==> src/design/source_code_tokenizer_macros.svh <==
// ---------------------------------------------------------------------------
// source_code_tokenizer_macros.svh
// Assertion macros for the tokenizer RTL.
// ---------------------------------------------------------------------------
`ifndef SOURCE_CODE_TOKENIZER_MACROS_SVH
`define SOURCE_CODE_TOKENIZER_MACROS_SVH

// Same-cycle implication, sampled on clk, off during reset.
`define SCT_ASSERT_NOW(lbl, ante, cons, msg) \
  lbl: assert property (@(posedge clk) disable iff (!rst_n) (ante) |-> (cons)) \
    else $error(msg);

// Next-cycle implication, sampled on clk, off during reset.
`define SCT_ASSERT_NEXT(lbl, ante, cons, msg) \
  lbl: assert property (@(posedge clk) disable iff (!rst_n) (ante) |=> (cons)) \
    else $error(msg);

`endif

==> src/design/sct_pkg.sv <==
// ---------------------------------------------------------------------------
// sct_pkg
// Types, codes and byte classes for the source code tokenizer.
// ---------------------------------------------------------------------------
package sct_pkg;

  typedef enum logic [3:0] {
    KIND_OP      = 4'd0,
    KIND_SYM     = 4'd1,
    KIND_NUM     = 4'd2,
    KIND_NUM_ERR = 4'd3,
    KIND_HEX     = 4'd4,
    KIND_HEX_ERR = 4'd5,
    KIND_STR     = 4'd6,
    KIND_STR_ERR = 4'd7,
    KIND_CHR     = 4'd8,
    KIND_CHR_ERR = 4'd9,
    KIND_UNK     = 4'd10,
    KIND_UNCL    = 4'd11,
    KIND_EOF     = 4'd12
  } kind_t;

  typedef enum logic [3:0] {
    PH_IDLE   = 4'd0,
    PH_TAIL   = 4'd1,
    PH_LINE   = 4'd2,
    PH_BOPEN  = 4'd3,
    PH_BLOCK  = 4'd4,
    PH_SYMBOL = 4'd5,
    PH_NUMBER = 4'd6,
    PH_HEXX   = 4'd7,
    PH_HEX    = 4'd8,
    PH_STRING = 4'd9,
    PH_CBODY  = 4'd10,
    PH_CESC   = 4'd11,
    PH_CCLOSE = 4'd12
  } phase_t;

  // Step within one queued item.
  typedef enum logic [1:0] {
    SUB_HELD = 2'd0,
    SUB_LAST = 2'd1,
    SUB_FIN  = 2'd2,
    SUB_EOF  = 2'd3
  } sub_t;

  // Literal flags.
  localparam logic [4:0] F_DOT   = 5'b00001;
  localparam logic [4:0] F_NEED  = 5'b00010;
  localparam logic [4:0] F_AFTE  = 5'b00100;
  localparam logic [4:0] F_FIRST = 5'b01000;
  localparam logic [4:0] F_ESC   = 5'b10000;

  localparam logic [7:0] CH_NL    = 8'h0A;
  localparam logic [7:0] CH_SLASH = 8'h2F;
  localparam logic [7:0] CH_STAR  = 8'h2A;
  localparam logic [7:0] CH_EQ    = 8'h3D;
  localparam logic [7:0] CH_LT    = 8'h3C;
  localparam logic [7:0] CH_GT    = 8'h3E;
  localparam logic [7:0] CH_BANG  = 8'h21;
  localparam logic [7:0] CH_MINUS = 8'h2D;
  localparam logic [7:0] CH_PLUS  = 8'h2B;
  localparam logic [7:0] CH_DOT   = 8'h2E;
  localparam logic [7:0] CH_UNDER = 8'h5F;
  localparam logic [7:0] CH_DQ    = 8'h22;
  localparam logic [7:0] CH_SQ    = 8'h27;
  localparam logic [7:0] CH_BSL   = 8'h5C;
  localparam logic [7:0] CH_ZERO  = 8'h30;
  localparam logic [7:0] CH_X     = 8'h78;
  localparam logic [7:0] CH_E_LO  = 8'h65;
  localparam logic [7:0] CH_E_UP  = 8'h45;

  // Entry passed from the front to the back.
  typedef struct packed {
    logic       held_vld;
    logic [7:0] held;
    logic [7:0] cur;
    logic       fin;
  } entry_t;

  function automatic logic is_dig(input logic [7:0] c);
    return c >= 8'h30 && c <= 8'h39;
  endfunction

  function automatic logic is_let(input logic [7:0] c);
    return (c >= 8'h61 && c <= 8'h7A) || (c >= 8'h41 && c <= 8'h5A);
  endfunction

  function automatic logic is_symc(input logic [7:0] c);
    return is_let(c) || is_dig(c) || c == CH_UNDER;
  endfunction

  function automatic logic is_hexd(input logic [7:0] c);
    return is_dig(c) || (c >= 8'h61 && c <= 8'h66) || (c >= 8'h41 && c <= 8'h46);
  endfunction

  function automatic logic is_ws(input logic [7:0] c);
    return c == 8'h20 || c == 8'h0A || c == 8'h0D || c == 8'h09 ||
           c == 8'h08 || c == 8'h0B || c == 8'h0C;
  endfunction

  function automatic logic is_opc(input logic [7:0] c);
    return c == 8'h2B || c == 8'h2D || c == 8'h2A || c == 8'h2F || c == 8'h5E ||
           c == 8'h3C || c == 8'h3E || c == 8'h3D || c == 8'h2C || c == 8'h21 ||
           c == 8'h28 || c == 8'h29 || c == 8'h5B || c == 8'h5D || c == 8'h7B ||
           c == 8'h7D || c == 8'h25 || c == 8'h3A || c == 8'h3F || c == 8'h26 ||
           c == 8'h7C || c == 8'h3B || c == 8'h2E;
  endfunction

endpackage

==> src/design/sct_if.sv <==
// ---------------------------------------------------------------------------
// sct_if
// Valid/ready channels for source bytes and token records.
// ---------------------------------------------------------------------------
interface sct_byte_if;
  logic       valid;
  logic       ready;
  logic [7:0] source_byte;
  logic       is_final;

  modport source (output valid, source_byte, is_final, input ready);
  modport sink   (input valid, source_byte, is_final, output ready);
endinterface

interface sct_token_if #(
  parameter int OFFSET_BITS = 20,
  parameter int LINE_BITS   = 16
);
  logic                   valid;
  logic                   ready;
  logic [3:0]             token_kind;
  logic [OFFSET_BITS-1:0] token_start;
  logic [OFFSET_BITS-1:0] token_length;
  logic [LINE_BITS-1:0]   token_line;
  logic [LINE_BITS-1:0]   token_column;
  logic                   last_of_run;

  modport source (output valid, token_kind, token_start, token_length, token_line,
                  token_column, last_of_run, input ready);
  modport sink   (input valid, token_kind, token_start, token_length, token_line,
                  token_column, last_of_run, output ready);
endinterface

==> src/design/sct_front.sv <==
// ---------------------------------------------------------------------------
// sct_front
// Accept bytes, pair each held byte with its lookahead, build queue entries.
// ---------------------------------------------------------------------------
module sct_front import sct_pkg::*; (
  input  logic       clk,
  input  logic       rst_n,
  input  logic       in_valid,
  output logic       in_ready,
  input  logic [7:0] in_byte,
  input  logic       in_fin,
  input  logic       q_full,
  output logic       q_push,
  output entry_t     q_entry
);

  logic       held_vld_r, held_vld_nxt;
  logic [7:0] held_r, held_nxt;
  logic       acc;

  assign in_ready = !q_full;
  assign acc      = in_valid && in_ready;

  // A byte with nothing held and no end mark only gets held.
  assign q_push           = acc && (held_vld_r || in_fin);
  assign q_entry.held_vld = held_vld_r;
  assign q_entry.held     = held_r;
  assign q_entry.cur      = in_byte;
  assign q_entry.fin      = in_fin;

  always_comb begin
    held_vld_nxt = held_vld_r;
    held_nxt     = held_r;
    if (acc) begin
      held_vld_nxt = !in_fin;
      held_nxt     = in_byte;
    end
  end

  always_ff @(posedge clk) begin
    if (!rst_n) begin
      held_vld_r <= 1'b0;
      held_r     <= '0;
    end else begin
      held_vld_r <= held_vld_nxt;
      held_r     <= held_nxt;
    end
  end

endmodule

==> src/design/sct_queue.sv <==
// ---------------------------------------------------------------------------
// sct_queue
// Two-entry queue between the front and the back.
// ---------------------------------------------------------------------------
module sct_queue import sct_pkg::*; (
  input  logic   clk,
  input  logic   rst_n,
  input  logic   push,
  input  entry_t push_data,
  input  logic   pop,
  output logic   full,
  output logic   empty,
  output entry_t head
);

  entry_t     mem_r [2];
  logic       wr_r, wr_nxt;
  logic       rd_r, rd_nxt;
  logic [1:0] cnt_r, cnt_nxt;

  assign full  = cnt_r == 2'd2;
  assign empty = cnt_r == 2'd0;
  assign head  = mem_r[rd_r];

  always_comb begin
    wr_nxt  = push ? !wr_r : wr_r;
    rd_nxt  = pop ? !rd_r : rd_r;
    cnt_nxt = cnt_r + 2'(push) - 2'(pop);
  end

  always_ff @(posedge clk) begin
    if (push) begin
      mem_r[wr_r] <= push_data;
    end
  end

  always_ff @(posedge clk) begin
    if (!rst_n) begin
      wr_r  <= 1'b0;
      rd_r  <= 1'b0;
      cnt_r <= '0;
    end else begin
      wr_r  <= wr_nxt;
      rd_r  <= rd_nxt;
      cnt_r <= cnt_nxt;
    end
  end

endmodule

==> src/design/sct_back.sv <==
// ---------------------------------------------------------------------------
// sct_back
// Lexer: a byte or closing step per cycle unless stalled; token register out.
// ---------------------------------------------------------------------------
`include "source_code_tokenizer_macros.svh"

module sct_back import sct_pkg::*; #(
  parameter int OFFSET_BITS = 20,
  parameter int LINE_BITS   = 16
) (
  input  logic                   clk,
  input  logic                   rst_n,
  input  logic                   q_empty,
  input  entry_t                 q_head,
  output logic                   q_pop,
  output logic                   out_valid,
  input  logic                   out_ready,
  output logic [3:0]             out_kind,
  output logic [OFFSET_BITS-1:0] out_start,
  output logic [OFFSET_BITS-1:0] out_length,
  output logic [LINE_BITS-1:0]   out_line,
  output logic [LINE_BITS-1:0]   out_column,
  output logic                   out_last
);

  localparam logic [OFFSET_BITS-1:0] OFF_MAX  = '1;
  localparam logic [LINE_BITS-1:0]   LIN_MAX  = '1;
  localparam logic [LINE_BITS-1:0]   LINE_ONE = LINE_BITS'(1);

  phase_t                 phase_r, phase_nxt;
  logic [OFFSET_BITS-1:0] off_r, off_nxt;
  logic [OFFSET_BITS-1:0] pstart_r, pstart_nxt;
  logic [LINE_BITS-1:0]   line_r, line_nxt;
  logic [LINE_BITS-1:0]   col_r, col_nxt;
  logic [4:0]             flags_r, flags_nxt;
  sub_t                   sub_r, sub_nxt;

  logic                   ov_r;
  logic [3:0]             kind_r;
  logic [OFFSET_BITS-1:0] start_r, len_r;
  logic [LINE_BITS-1:0]   tline_r, tcol_r;
  logic                   last_r;

  sub_t                   sub_eff;
  logic                   step;
  logic [7:0]             h, n;
  logic                   hn;
  logic [OFFSET_BITS-1:0] nx, nx2;
  logic [LINE_BITS-1:0]   pc_line, pc_col, pc_col2;
  phase_t                 pc_phase;
  logic [OFFSET_BITS-1:0] pc_pstart;
  logic [4:0]             pc_flags, f;
  logic                   num_go, num_done, more, two;
  logic                   em;
  kind_t                  em_kind;
  logic [OFFSET_BITS-1:0] em_start, em_end;
  logic [LINE_BITS-1:0]   em_col;
  logic                   tok, tok_last;

  assign sub_eff = (sub_r == SUB_HELD && !q_head.held_vld) ? SUB_LAST : sub_r;
  assign step    = !q_empty && (!ov_r || out_ready);
  assign h       = (sub_eff == SUB_HELD) ? q_head.held : q_head.cur;
  assign n       = q_head.cur;
  assign hn      = sub_eff == SUB_HELD;
  assign nx      = (off_r == OFF_MAX) ? off_r : off_r + 1'b1;
  assign nx2     = (nx == OFF_MAX) ? nx : nx + 1'b1;

  // One byte through the lexer.
  always_comb begin
    pc_line   = line_r;
    pc_col    = col_r;
    pc_phase  = phase_r;
    pc_pstart = pstart_r;
    pc_flags  = flags_r;
    f         = flags_r;
    num_go    = 1'b0;
    num_done  = 1'b0;
    more      = 1'b0;
    two       = 1'b0;
    em        = 1'b0;
    em_kind   = KIND_OP;
    em_start  = off_r;
    em_end    = nx;
    if (h == CH_NL) begin
      pc_line = (line_r == LIN_MAX) ? line_r : line_r + 1'b1;
      pc_col  = '0;
    end else begin
      pc_col = (col_r == LIN_MAX) ? col_r : col_r + 1'b1;
    end
    pc_col2 = (pc_col == LIN_MAX) ? pc_col : pc_col + 1'b1;
    em_col  = pc_col;

    unique case (phase_r)
      PH_TAIL:  pc_phase = PH_IDLE;
      PH_LINE:  if (h == CH_NL) pc_phase = PH_IDLE;
      PH_BOPEN: pc_phase = PH_BLOCK;
      PH_BLOCK: if (h == CH_STAR && hn && n == CH_SLASH) pc_phase = PH_TAIL;
      PH_SYMBOL: begin
        if (!(hn && is_symc(n))) begin
          em = 1'b1; em_kind = KIND_SYM; em_start = pstart_r;
          pc_phase = PH_IDLE;
        end
      end
      PH_NUMBER: num_go = 1'b1;
      PH_HEXX: begin
        if (hn && is_hexd(n)) begin
          pc_phase = PH_HEX;
        end else begin
          em = 1'b1; em_kind = KIND_HEX_ERR; em_start = pstart_r;
          pc_phase = PH_IDLE;
        end
      end
      PH_HEX: begin
        if (!(hn && is_hexd(n))) begin
          em = 1'b1; em_kind = KIND_HEX; em_start = pstart_r;
          pc_phase = PH_IDLE;
        end
      end
      PH_STRING: begin
        if ((flags_r & F_ESC) != '0) begin
          pc_flags = flags_r & ~F_ESC;
        end else if (h == CH_BSL) begin
          pc_flags = flags_r | F_ESC;
        end else if (h == CH_DQ) begin
          em = 1'b1; em_kind = KIND_STR; em_start = pstart_r; em_end = off_r;
          pc_flags = '0;
          pc_phase = PH_IDLE;
        end
      end
      PH_CBODY: pc_phase = (h == CH_BSL) ? PH_CESC : PH_CCLOSE;
      PH_CESC:  pc_phase = PH_CCLOSE;
      PH_CCLOSE: begin
        em = 1'b1; em_kind = (h == CH_SQ) ? KIND_CHR : KIND_CHR_ERR;
        em_start = pstart_r; em_end = off_r;
        pc_phase = PH_IDLE;
      end
      default: begin
        pc_phase = PH_IDLE;
        two = hn && ((n == CH_EQ && (h == CH_LT || h == CH_GT || h == CH_BANG ||
                                     h == CH_EQ)) ||
                     (h == CH_LT && n == CH_LT) || (h == CH_GT && n == CH_GT) ||
                     (h == CH_STAR && n == CH_STAR));
        if (is_ws(h)) begin
          pc_phase = PH_IDLE;
        end else if (h == CH_SLASH && hn && n == CH_SLASH) begin
          pc_pstart = off_r; pc_phase = PH_LINE;
        end else if (h == CH_SLASH && hn && n == CH_STAR) begin
          pc_pstart = off_r; pc_phase = PH_BOPEN;
        end else if (is_opc(h)) begin
          if (two) begin
            em = 1'b1; em_end = nx2; em_col = pc_col2;
            pc_phase = PH_TAIL;
          end else if (h == CH_MINUS && hn && is_dig(n)) begin
            pc_pstart = off_r; pc_flags = F_FIRST; pc_phase = PH_NUMBER;
          end else begin
            em = 1'b1;
          end
        end else if (is_let(h) || h == CH_UNDER) begin
          pc_pstart = off_r;
          if (hn && is_symc(n)) pc_phase = PH_SYMBOL;
          else begin
            em = 1'b1; em_kind = KIND_SYM;
          end
        end else if (is_dig(h)) begin
          pc_pstart = off_r; f = F_FIRST; pc_phase = PH_NUMBER; num_go = 1'b1;
        end else if (h == CH_DQ) begin
          pc_pstart = nx; pc_flags = '0; pc_phase = PH_STRING;
        end else if (h == CH_SQ) begin
          pc_pstart = nx; pc_phase = PH_CBODY;
        end else begin
          em = 1'b1; em_kind = KIND_UNK;
        end
      end
    endcase

    // Number body, shared by the first digit and later bytes.
    if (num_go) begin
      em_start = pc_pstart;
      if ((f & F_FIRST) != '0) begin
        f = f & ~F_FIRST;
        if (h == CH_ZERO && hn && n == CH_X) begin
          f = '0; pc_phase = PH_HEXX; num_done = 1'b1;
        end
      end
      if (!num_done) begin
        if ((f & F_AFTE) != '0) begin
          f = f & ~F_AFTE;
          if (is_dig(h)) f = f & ~F_NEED;
        end else if (h == CH_DOT) begin
          f = f | F_DOT;
        end else if (h == CH_E_LO || h == CH_E_UP) begin
          num_done = 1'b1;
          if (!hn || !(n == CH_PLUS || n == CH_MINUS || is_dig(n))) begin
            em = 1'b1; em_kind = KIND_NUM_ERR; pc_phase = PH_IDLE; f = '0;
          end else begin
            f = f | F_NEED | F_AFTE;
          end
        end else if (is_dig(h)) begin
          f = f & ~F_NEED;
        end
      end
      if (!num_done) begin
        more = hn && (is_dig(n) || n == CH_E_LO || n == CH_E_UP ||
                      (n == CH_DOT && (f & F_DOT) == '0));
        if (!more) begin
          em = 1'b1; em_kind = ((f & F_NEED) != '0) ? KIND_NUM_ERR : KIND_NUM;
          pc_phase = PH_IDLE; f = '0;
        end
      end
      pc_flags = f;
    end
  end

  // Step sequencing, closing tokens and state update.
  always_comb begin
    phase_nxt  = phase_r;
    off_nxt    = off_r;
    pstart_nxt = pstart_r;
    line_nxt   = line_r;
    col_nxt    = col_r;
    flags_nxt  = flags_r;
    sub_nxt    = sub_r;
    q_pop      = 1'b0;
    tok        = 1'b0;
    tok_last   = 1'b0;
    if (step) begin
      unique case (sub_eff)
        SUB_HELD, SUB_LAST: begin
          phase_nxt  = pc_phase;
          off_nxt    = nx;
          pstart_nxt = pc_pstart;
          line_nxt   = pc_line;
          col_nxt    = pc_col;
          flags_nxt  = pc_flags;
          tok        = em;
          tok_last   = !q_head.fin;
          if (sub_eff == SUB_LAST) sub_nxt = SUB_FIN;
          else if (q_head.fin) sub_nxt = SUB_LAST;
          else q_pop = 1'b1;
        end
        SUB_FIN: begin
          tok     = phase_r == PH_BOPEN || phase_r == PH_BLOCK ||
                    phase_r == PH_STRING || phase_r == PH_CBODY ||
                    phase_r == PH_CESC || phase_r == PH_CCLOSE;
          sub_nxt = SUB_EOF;
        end
        SUB_EOF: begin
          tok        = 1'b1;
          tok_last   = 1'b1;
          q_pop      = 1'b1;
          sub_nxt    = SUB_HELD;
          phase_nxt  = PH_IDLE;
          off_nxt    = '0;
          pstart_nxt = '0;
          line_nxt   = LINE_ONE;
          col_nxt    = '0;
          flags_nxt  = '0;
        end
      endcase
    end
  end

  always_ff @(posedge clk) begin
    if (!rst_n) begin
      phase_r  <= PH_IDLE;
      off_r    <= '0;
      pstart_r <= '0;
      line_r   <= LINE_ONE;
      col_r    <= '0;
      flags_r  <= '0;
      sub_r    <= SUB_HELD;
      ov_r     <= 1'b0;
    end else begin
      phase_r  <= phase_nxt;
      off_r    <= off_nxt;
      pstart_r <= pstart_nxt;
      line_r   <= line_nxt;
      col_r    <= col_nxt;
      flags_r  <= flags_nxt;
      sub_r    <= sub_nxt;
      if (step) ov_r <= tok;
      else if (out_ready) ov_r <= 1'b0;
    end
  end

  // Token payload; loads only when the register is free or draining.
  always_ff @(posedge clk) begin
    if (step && tok) begin
      last_r <= tok_last;
      unique case (sub_eff)
        SUB_HELD, SUB_LAST: begin
          kind_r  <= em_kind;
          start_r <= em_start;
          len_r   <= (em_end > em_start) ? em_end - em_start : '0;
          tline_r <= pc_line;
          tcol_r  <= em_col;
        end
        SUB_FIN: begin
          kind_r  <= (phase_r == PH_STRING) ? KIND_STR_ERR :
                     (phase_r == PH_BOPEN || phase_r == PH_BLOCK) ? KIND_UNCL :
                     KIND_CHR_ERR;
          start_r <= pstart_r;
          len_r   <= (off_r > pstart_r) ? off_r - pstart_r : '0;
          tline_r <= line_r;
          tcol_r  <= col_r;
        end
        SUB_EOF: begin
          kind_r  <= KIND_EOF;
          start_r <= off_r;
          len_r   <= '0;
          tline_r <= line_r;
          tcol_r  <= '0;
        end
      endcase
    end
  end

  assign out_valid  = ov_r;
  assign out_kind   = kind_r;
  assign out_start  = start_r;
  assign out_length = len_r;
  assign out_line   = tline_r;
  assign out_column = tcol_r;
  assign out_last   = last_r;

  `SCT_ASSERT_NOW(a_eof_last, ov_r && kind_r == KIND_EOF, last_r && len_r == '0, "eof not last")
  `SCT_ASSERT_NOW(a_close_has_entry, sub_r != SUB_HELD, !q_empty && q_head.fin, "close w/o entry")
  `SCT_ASSERT_NEXT(a_eof_resets, step && sub_eff == SUB_EOF, phase_r == PH_IDLE && line_r == LINE_ONE && off_r == '0, "no reset after eof")

endmodule

==> src/design/source_code_tokenizer.sv <==
// ---------------------------------------------------------------------------
// source_code_tokenizer
// Streaming C-style lexer: source bytes in, token records out.
// ---------------------------------------------------------------------------
//  Channel  Direction  Handshake      Payload
//  in_ch    sink       valid/ready    source_byte, is_final
//  out_ch   source     valid/ready    token_kind, token_start, token_length,
//                                     token_line, token_column, last_of_run
//
//  The engine lexes each queued byte pair; the first byte of a source is
//  only held until its lookahead arrives. A byte marked final runs through
//  the steps held byte, last byte, unclosed-literal check and eof token;
//  the held-byte step is skipped when it is the only byte of its source.
//  The engine is the single shared step unit and sets the rate: one byte a
//  cycle while the queue holds an entry and the token register drains.
//  Reset is synchronous, active low; no clearing pass is needed.
//  A stalled token register stops the engine; the two-entry queue keeps the
//  input side taking bytes until it fills.
// ---------------------------------------------------------------------------
module source_code_tokenizer import sct_pkg::*; #(
  parameter int OFFSET_BITS = 20,
  parameter int LINE_BITS   = 16
) (
  input  logic        clk,
  input  logic        rst_n,
  sct_byte_if.sink    in_ch,
  sct_token_if.source out_ch
);

  // Front to back queue handshake.
  entry_t push_entry, head_entry;
  logic   push, pop, full, empty;

  // Hold each byte until its lookahead arrives, then queue the pair.
  sct_front u_front (
    .clk      (clk),
    .rst_n    (rst_n),
    .in_valid (in_ch.valid),
    .in_ready (in_ch.ready),
    .in_byte  (in_ch.source_byte),
    .in_fin   (in_ch.is_final),
    .q_full   (full),
    .q_push   (push),
    .q_entry  (push_entry)
  );

  // Decouple byte intake from token delivery.
  sct_queue u_queue (
    .clk       (clk),
    .rst_n     (rst_n),
    .push      (push),
    .push_data (push_entry),
    .pop       (pop),
    .full      (full),
    .empty     (empty),
    .head      (head_entry)
  );

  // Advance the lexer state and drive the token register.
  sct_back #(
    .OFFSET_BITS (OFFSET_BITS),
    .LINE_BITS   (LINE_BITS)
  ) u_back (
    .clk        (clk),
    .rst_n      (rst_n),
    .q_empty    (empty),
    .q_head     (head_entry),
    .q_pop      (pop),
    .out_valid  (out_ch.valid),
    .out_ready  (out_ch.ready),
    .out_kind   (out_ch.token_kind),
    .out_start  (out_ch.token_start),
    .out_length (out_ch.token_length),
    .out_line   (out_ch.token_line),
    .out_column (out_ch.token_column),
    .out_last   (out_ch.last_of_run)
  );

endmodule

==> src/flat_wrapper.sv <==
// flat-port wrapper written by rule: the top's interface ports become plain ports
module source_code_tokenizer_flat import sct_pkg::*;
#(
  parameter int OFFSET_BITS = 20,
  parameter int LINE_BITS   = 16
)
  (clk, rst_n, in_ch_valid, in_ch_source_byte, in_ch_is_final, in_ch_ready, out_ch_valid, out_ch_token_kind, out_ch_token_start, out_ch_token_length, out_ch_token_line, out_ch_token_column, out_ch_last_of_run, out_ch_ready);
  sct_byte_if in_ch_i ();
  sct_token_if #(.OFFSET_BITS(OFFSET_BITS), .LINE_BITS(LINE_BITS)) out_ch_i ();
  input  logic clk;
  input  logic rst_n;
  input wire logic [$bits(in_ch_i.valid)-1:0] in_ch_valid;
  input wire logic [$bits(in_ch_i.source_byte)-1:0] in_ch_source_byte;
  input wire logic [$bits(in_ch_i.is_final)-1:0] in_ch_is_final;
  output wire logic [$bits(in_ch_i.ready)-1:0] in_ch_ready;
  output wire logic [$bits(out_ch_i.valid)-1:0] out_ch_valid;
  output wire logic [$bits(out_ch_i.token_kind)-1:0] out_ch_token_kind;
  output wire logic [$bits(out_ch_i.token_start)-1:0] out_ch_token_start;
  output wire logic [$bits(out_ch_i.token_length)-1:0] out_ch_token_length;
  output wire logic [$bits(out_ch_i.token_line)-1:0] out_ch_token_line;
  output wire logic [$bits(out_ch_i.token_column)-1:0] out_ch_token_column;
  output wire logic [$bits(out_ch_i.last_of_run)-1:0] out_ch_last_of_run;
  input wire logic [$bits(out_ch_i.ready)-1:0] out_ch_ready;
  assign in_ch_i.valid = in_ch_valid;
  assign in_ch_i.source_byte = in_ch_source_byte;
  assign in_ch_i.is_final = in_ch_is_final;
  assign in_ch_ready = in_ch_i.ready;
  assign out_ch_valid = out_ch_i.valid;
  assign out_ch_token_kind = out_ch_i.token_kind;
  assign out_ch_token_start = out_ch_i.token_start;
  assign out_ch_token_length = out_ch_i.token_length;
  assign out_ch_token_line = out_ch_i.token_line;
  assign out_ch_token_column = out_ch_i.token_column;
  assign out_ch_last_of_run = out_ch_i.last_of_run;
  assign out_ch_i.ready = out_ch_ready;
  source_code_tokenizer #(.OFFSET_BITS(OFFSET_BITS), .LINE_BITS(LINE_BITS)) u_core (.clk(clk), .rst_n(rst_n), .in_ch(in_ch_i), .out_ch(out_ch_i));
endmodule
==> config.mk <==
export PLATFORM = sky130hd
export DESIGN_NAME = source_code_tokenizer_flat
export DESIGN_NICKNAME = d
export VERILOG_FILES = /design/src/design/sct_pkg.sv /design/src/design/sct_if.sv /design/src/design/sct_front.sv /design/src/design/sct_queue.sv /design/src/design/sct_back.sv /design/src/design/source_code_tokenizer.sv /design/src/flat_wrapper.sv
export VERILOG_INCLUDE_DIRS = /design/src /design/src/design
export SDC_FILE = /design/constraint.sdc
export NUM_CORES = 1
export LEC_CHECK = 0
export ABC_AREA = 1
export BUFFER_PORTS_ARGS = -buffer_cell sky130_fd_sc_hd__clkbuf_2
export CORE_UTILIZATION = 55
export DETAILED_ROUTE_END_ITERATION = 8
export PLACE_DENSITY = 0.72
export SLEW_MARGIN = 10
export SYNTH_ARGS = -nofsm -noshare
export SYNTH_HDL_FRONTEND = slang
export SYNTH_SLANG_ARGS = --single-unit
==> constraint.sdc <==
create_clock -name clk -period 16.2 [get_ports clk]
set_clock_uncertainty 0.15 [all_clocks]
set_input_delay 0.81 -clock clk [delete_from_list [all_inputs] [get_ports clk]]
set_output_delay 0.81 -clock clk [all_outputs]
set_load 0.1 [all_outputs]
==> key figures <==
Placed design
  – DP HPWL: 37,300 um
  – Routability cong.: 0.963
  – Port Buffer Count: 91

Clock network
  – # Post-CTS Setup Buffers: 0
  – Num CTS Buffers: 25
  – TritonCTS Sinks: 211
  – CTS Hold Bufs: 0
  – Clock transition at path regs: 60 ps
  – CTS Buffer Depth: 3
  – Skew-Pair Late Insertion Delay: 540 ps
  – CTS H-tree depth: 1
  – CTS root buffer: clkbuf_16
  – TritonCTS clock tree: built
  – CTS resizes: 0

Global routing
  – Met1 Use GR: 49.9%
  – Largest net degree at the start of global routing: 83
  – GRT met2 Usage: 53.3%
  – Busiest grt layer: met2
  – First-pass GRT wire length: 79,600 um
  – GRT Total Usage: 35.2%
  – Antenna violations before repair: 0
  – Number of global-route vias before repair: 14,375
  – Met3 track demand over resource: 5.60%
  – Gr ovfl total: 0

Layout
  – Share of cells above drive strength 1: 10.4%
  – Antenna diodes: 0
  – Most frequent cells in the layout: 558 x nand2_1, 213 x inv_1, 182 x a21oi_1, 176 x nor2_1, 149 x nand3_1
  – Area grow syn2layout: 9.69%
  – Count of nets after finishing: 2,339
  – Most common cell after layout, fill and taps aside: nand2_1

Floorplanning
  – IO Count: 92
  – Die height: 170 um
  – Core region area: 27,900 um2
  – Num rows: 61
  – Initial Utilization: 55.9%
  – DIE WIDTH: 170 um
  – Die area: 29,000 um2

Route
  – Vias after detailed routing: 16,217
  – Post-route ant nets: 0
  – First-pass detailed-route iteration total: 6
  – Via-to-Cell Ratio: 6.07
  – Drt initial violations: 1,919
  – Routed WL: 51,600 um
  – Wire per inst: 19.3 um
  – DRC viols: 0

Worst setup path
  – Reg2Reg Capture Point: u_core.u_back.out_length[0]$_DFFE_PP_
  – Crit Path Max Fanout: 31
  – CP startpoint kind: flop
  – Worst R2R Path Depth: 35
  – Crit Path Class: reg -> reg
  – CP Capture Type: flop
  – R2r setup slk: 8810 ps
  – CP max stage delay: 790 ps
  – Worst path slowest cell: dfxtp_1
  – Critical path required time: 16,380 ps
  – Most used cell, CP: nand2_1
  – Arrival @ worst endpoint: 7570 ps

Power
  – Total power: 3980 uW
  – Cell Pwr Density: 233 nW/um2
  – Worst IR drop on VDD: 238 uV
  – Pleak: 0.00682 uW

Logic synthesis
  – Synth Register Bits: 211
  – Post-synth top flop: edfxtp_1
  – Netlist cell types: 58
  – Syn_nets: 2,293
  – Cell Area, Synth: 15,600 um2
  – Largest cells by area after synthesis: edfxtp_1 22%, nand2_1 13%, dfxtp_1 13%
  – Syn Area/Cell: 6.99 um2
  – EDFF count, synth: 113
  – Syn. warnings: 0
  – Yosys top cell area share: 21.8%
  – Sequential area share after synthesis: 34.4%
  – Area leader, netlist: edfxtp_1
  – Asr flop ratio synth: 0%
  – Syn Inst Count: 2,231

Timing
  – Setup Viol. Count Final: 0
  – Peak Freq: 0.135 GHz
  – Final hold vios: 0
  – Max-slew headroom: 29.7%
  – Least-Margin Pin Slew: 1050 ps
  – Setup TNS: 0 ps
  – Post-route minimum period: 7390 ps
  – Max Slew Vio Count: 0
  – Post-route clock period utilization: 45.6%
  – RSZ-0062 raised after global routing: no

Run status
  – Status: complete, no violations

Job
  – Number of max-cap violations: 0

Worst hold path
  – Hold Startpoint: u_core.u_front.held_r[5]$_SDFFE_PN0P_
  – Worst Hold Path Cells: 0
  – Worst Hold End: u_core.u_queue.mem_r[1][14]$_DFFE_PP_
  – Hold Path Class: reg -> reg
## where the power goes
| part | leakage [uW] | internal (uW) | switching, uW |
|---|---|---|---|
| Clock | 0.000396 | 342 | 232 |
| Combinational | 0.00456 | 573 | 1970 |
| Sequential | 0.00187 | 785 | 79.5 |
| Total | 0.00682 | 1700 | 2280 |
## critical path, delay by kind of cell (launching register included)
kind | cells | cell delay [ps]
compound gates | 5 | 1330
fa+ha+maj | 1 | 430
buf+inv | 9 | 1370
flops | 1 | 790
simple gates | 20 | 3030
## cell usage after synthesis, types with 20 or more instances
library cell    n
o21ai_0       126
nor3_1         34
inv_2          24
o211ai_1       38
xnor2_1        23
clkbuf_1       62
a22oi_1        20
nor2_1        177
edfxtp_1      113
nand3_1       149
inv_1         214
nand2_1       558
a21oi_1       182
ha_1           47
xor2_1         58
o21ai_1        33
nand4_1        38
dfxtp_1        98
o22ai_1        43
## flip-flops by register name, summed over array words and instances, names as in the netlist, 2 cells and up, named ones only
name                      count
u_core.u_queue.mem_r         36
u_core.u_back.off_r          20
u_core.u_back.out_length     20
u_core.u_back.out_start      20
u_core.u_back.pstart_r       20
u_core.u_back.col_r          16
u_core.u_back.line_r         16
u_core.u_back.out_column     16
u_core.u_back.out_line       16
u_core.u_front.held_r         8
u_core.u_back.flags_r         5
u_core.u_back.out_kind        4
u_core.u_back.phase_r         4
u_core.u_back.sub_r           2
u_core.u_queue.cnt_r          2
## per-stage QoR
stage | hold slack, ps | utilization (%) | setup WS, ps | instance area, um2 | instances
after floorplan | 270 | - | 10660 | 15600 | 2231
after global placement | 281 | 58.4 | 9080 | 16300 | 2628
after detailed placement | 289 | 58.4 | 8980 | 16300 | 2628
after CTS | 302 | 61.4 | 8970 | 17100 | 2673
after global routing | 320 | 61.4 | 8030 | 17100 | 2673
final | 304 | 61.4 | 8810 | 17100 | 2673
## layout make-up
type	instances	area, um2
Sequential cell	211	5360
Clock buffer	32	672
Multi-Input combinational cell	1689	8940
Timing Repair Buffer	110	598
Fill cell	2658	10800
Inverter	240	903
Tap cell	378	473
Clock inverter	13	154
## logic make-up (layout without fill, tap and decap cells)
kind of cell | Yosys count | in the layout | share of synthesized area, %
DFF | 211 | 211 | 34.4
xor gates and xnor gates | 81 | 81 | 4.55
muxes | 3 | 3 | 0.193
AOI/OAI and AO/OA | 517 | 517 | 19.5
buffers and inverters | 331 | 395 | 8.33
and+or+nand+nor | 1039 | 1039 | 29.1
adders and majority gates | 49 | 49 | 4.03
## per-layer routing
metal / up-vias / wire length, um / share of wire, %
met2: 863 / 22000 / 43
met4: 0 / 2090 / 4.1
li1: 7717 / - / -
met3: 130 / 4650 / 9.0
met1: 7507 / 22800 / 44
met5: - / 0 / 0
## how the worst max path moves through the flow
stage / start / endpoint / slack (ps) / cells past startpoint
after floorplan: u_core.u_back.off_r[1]$_SDFFE_PN0P_ / u_core.u_back.out_length[19]$_DFFE_PP_ / 10660 / 37
after global placement: flop / u_core.u_back.out_length[19]$_DFFE_PP_ / 9080 / 35
after detailed placement: flop / u_core.u_back.out_length[0]$_DFFE_PP_ / 8980 / 33
after CTS: flop / u_core.u_back.out_length[0]$_DFFE_PP_ / 8970 / 35
after global routing: flop / u_core.u_back.out_length[19]$_DFFE_PP_ / 8030 / 33
final: flop / u_core.u_back.out_length[0]$_DFFE_PP_ / 8810 / 35
(Power assumes the default switching activity.)
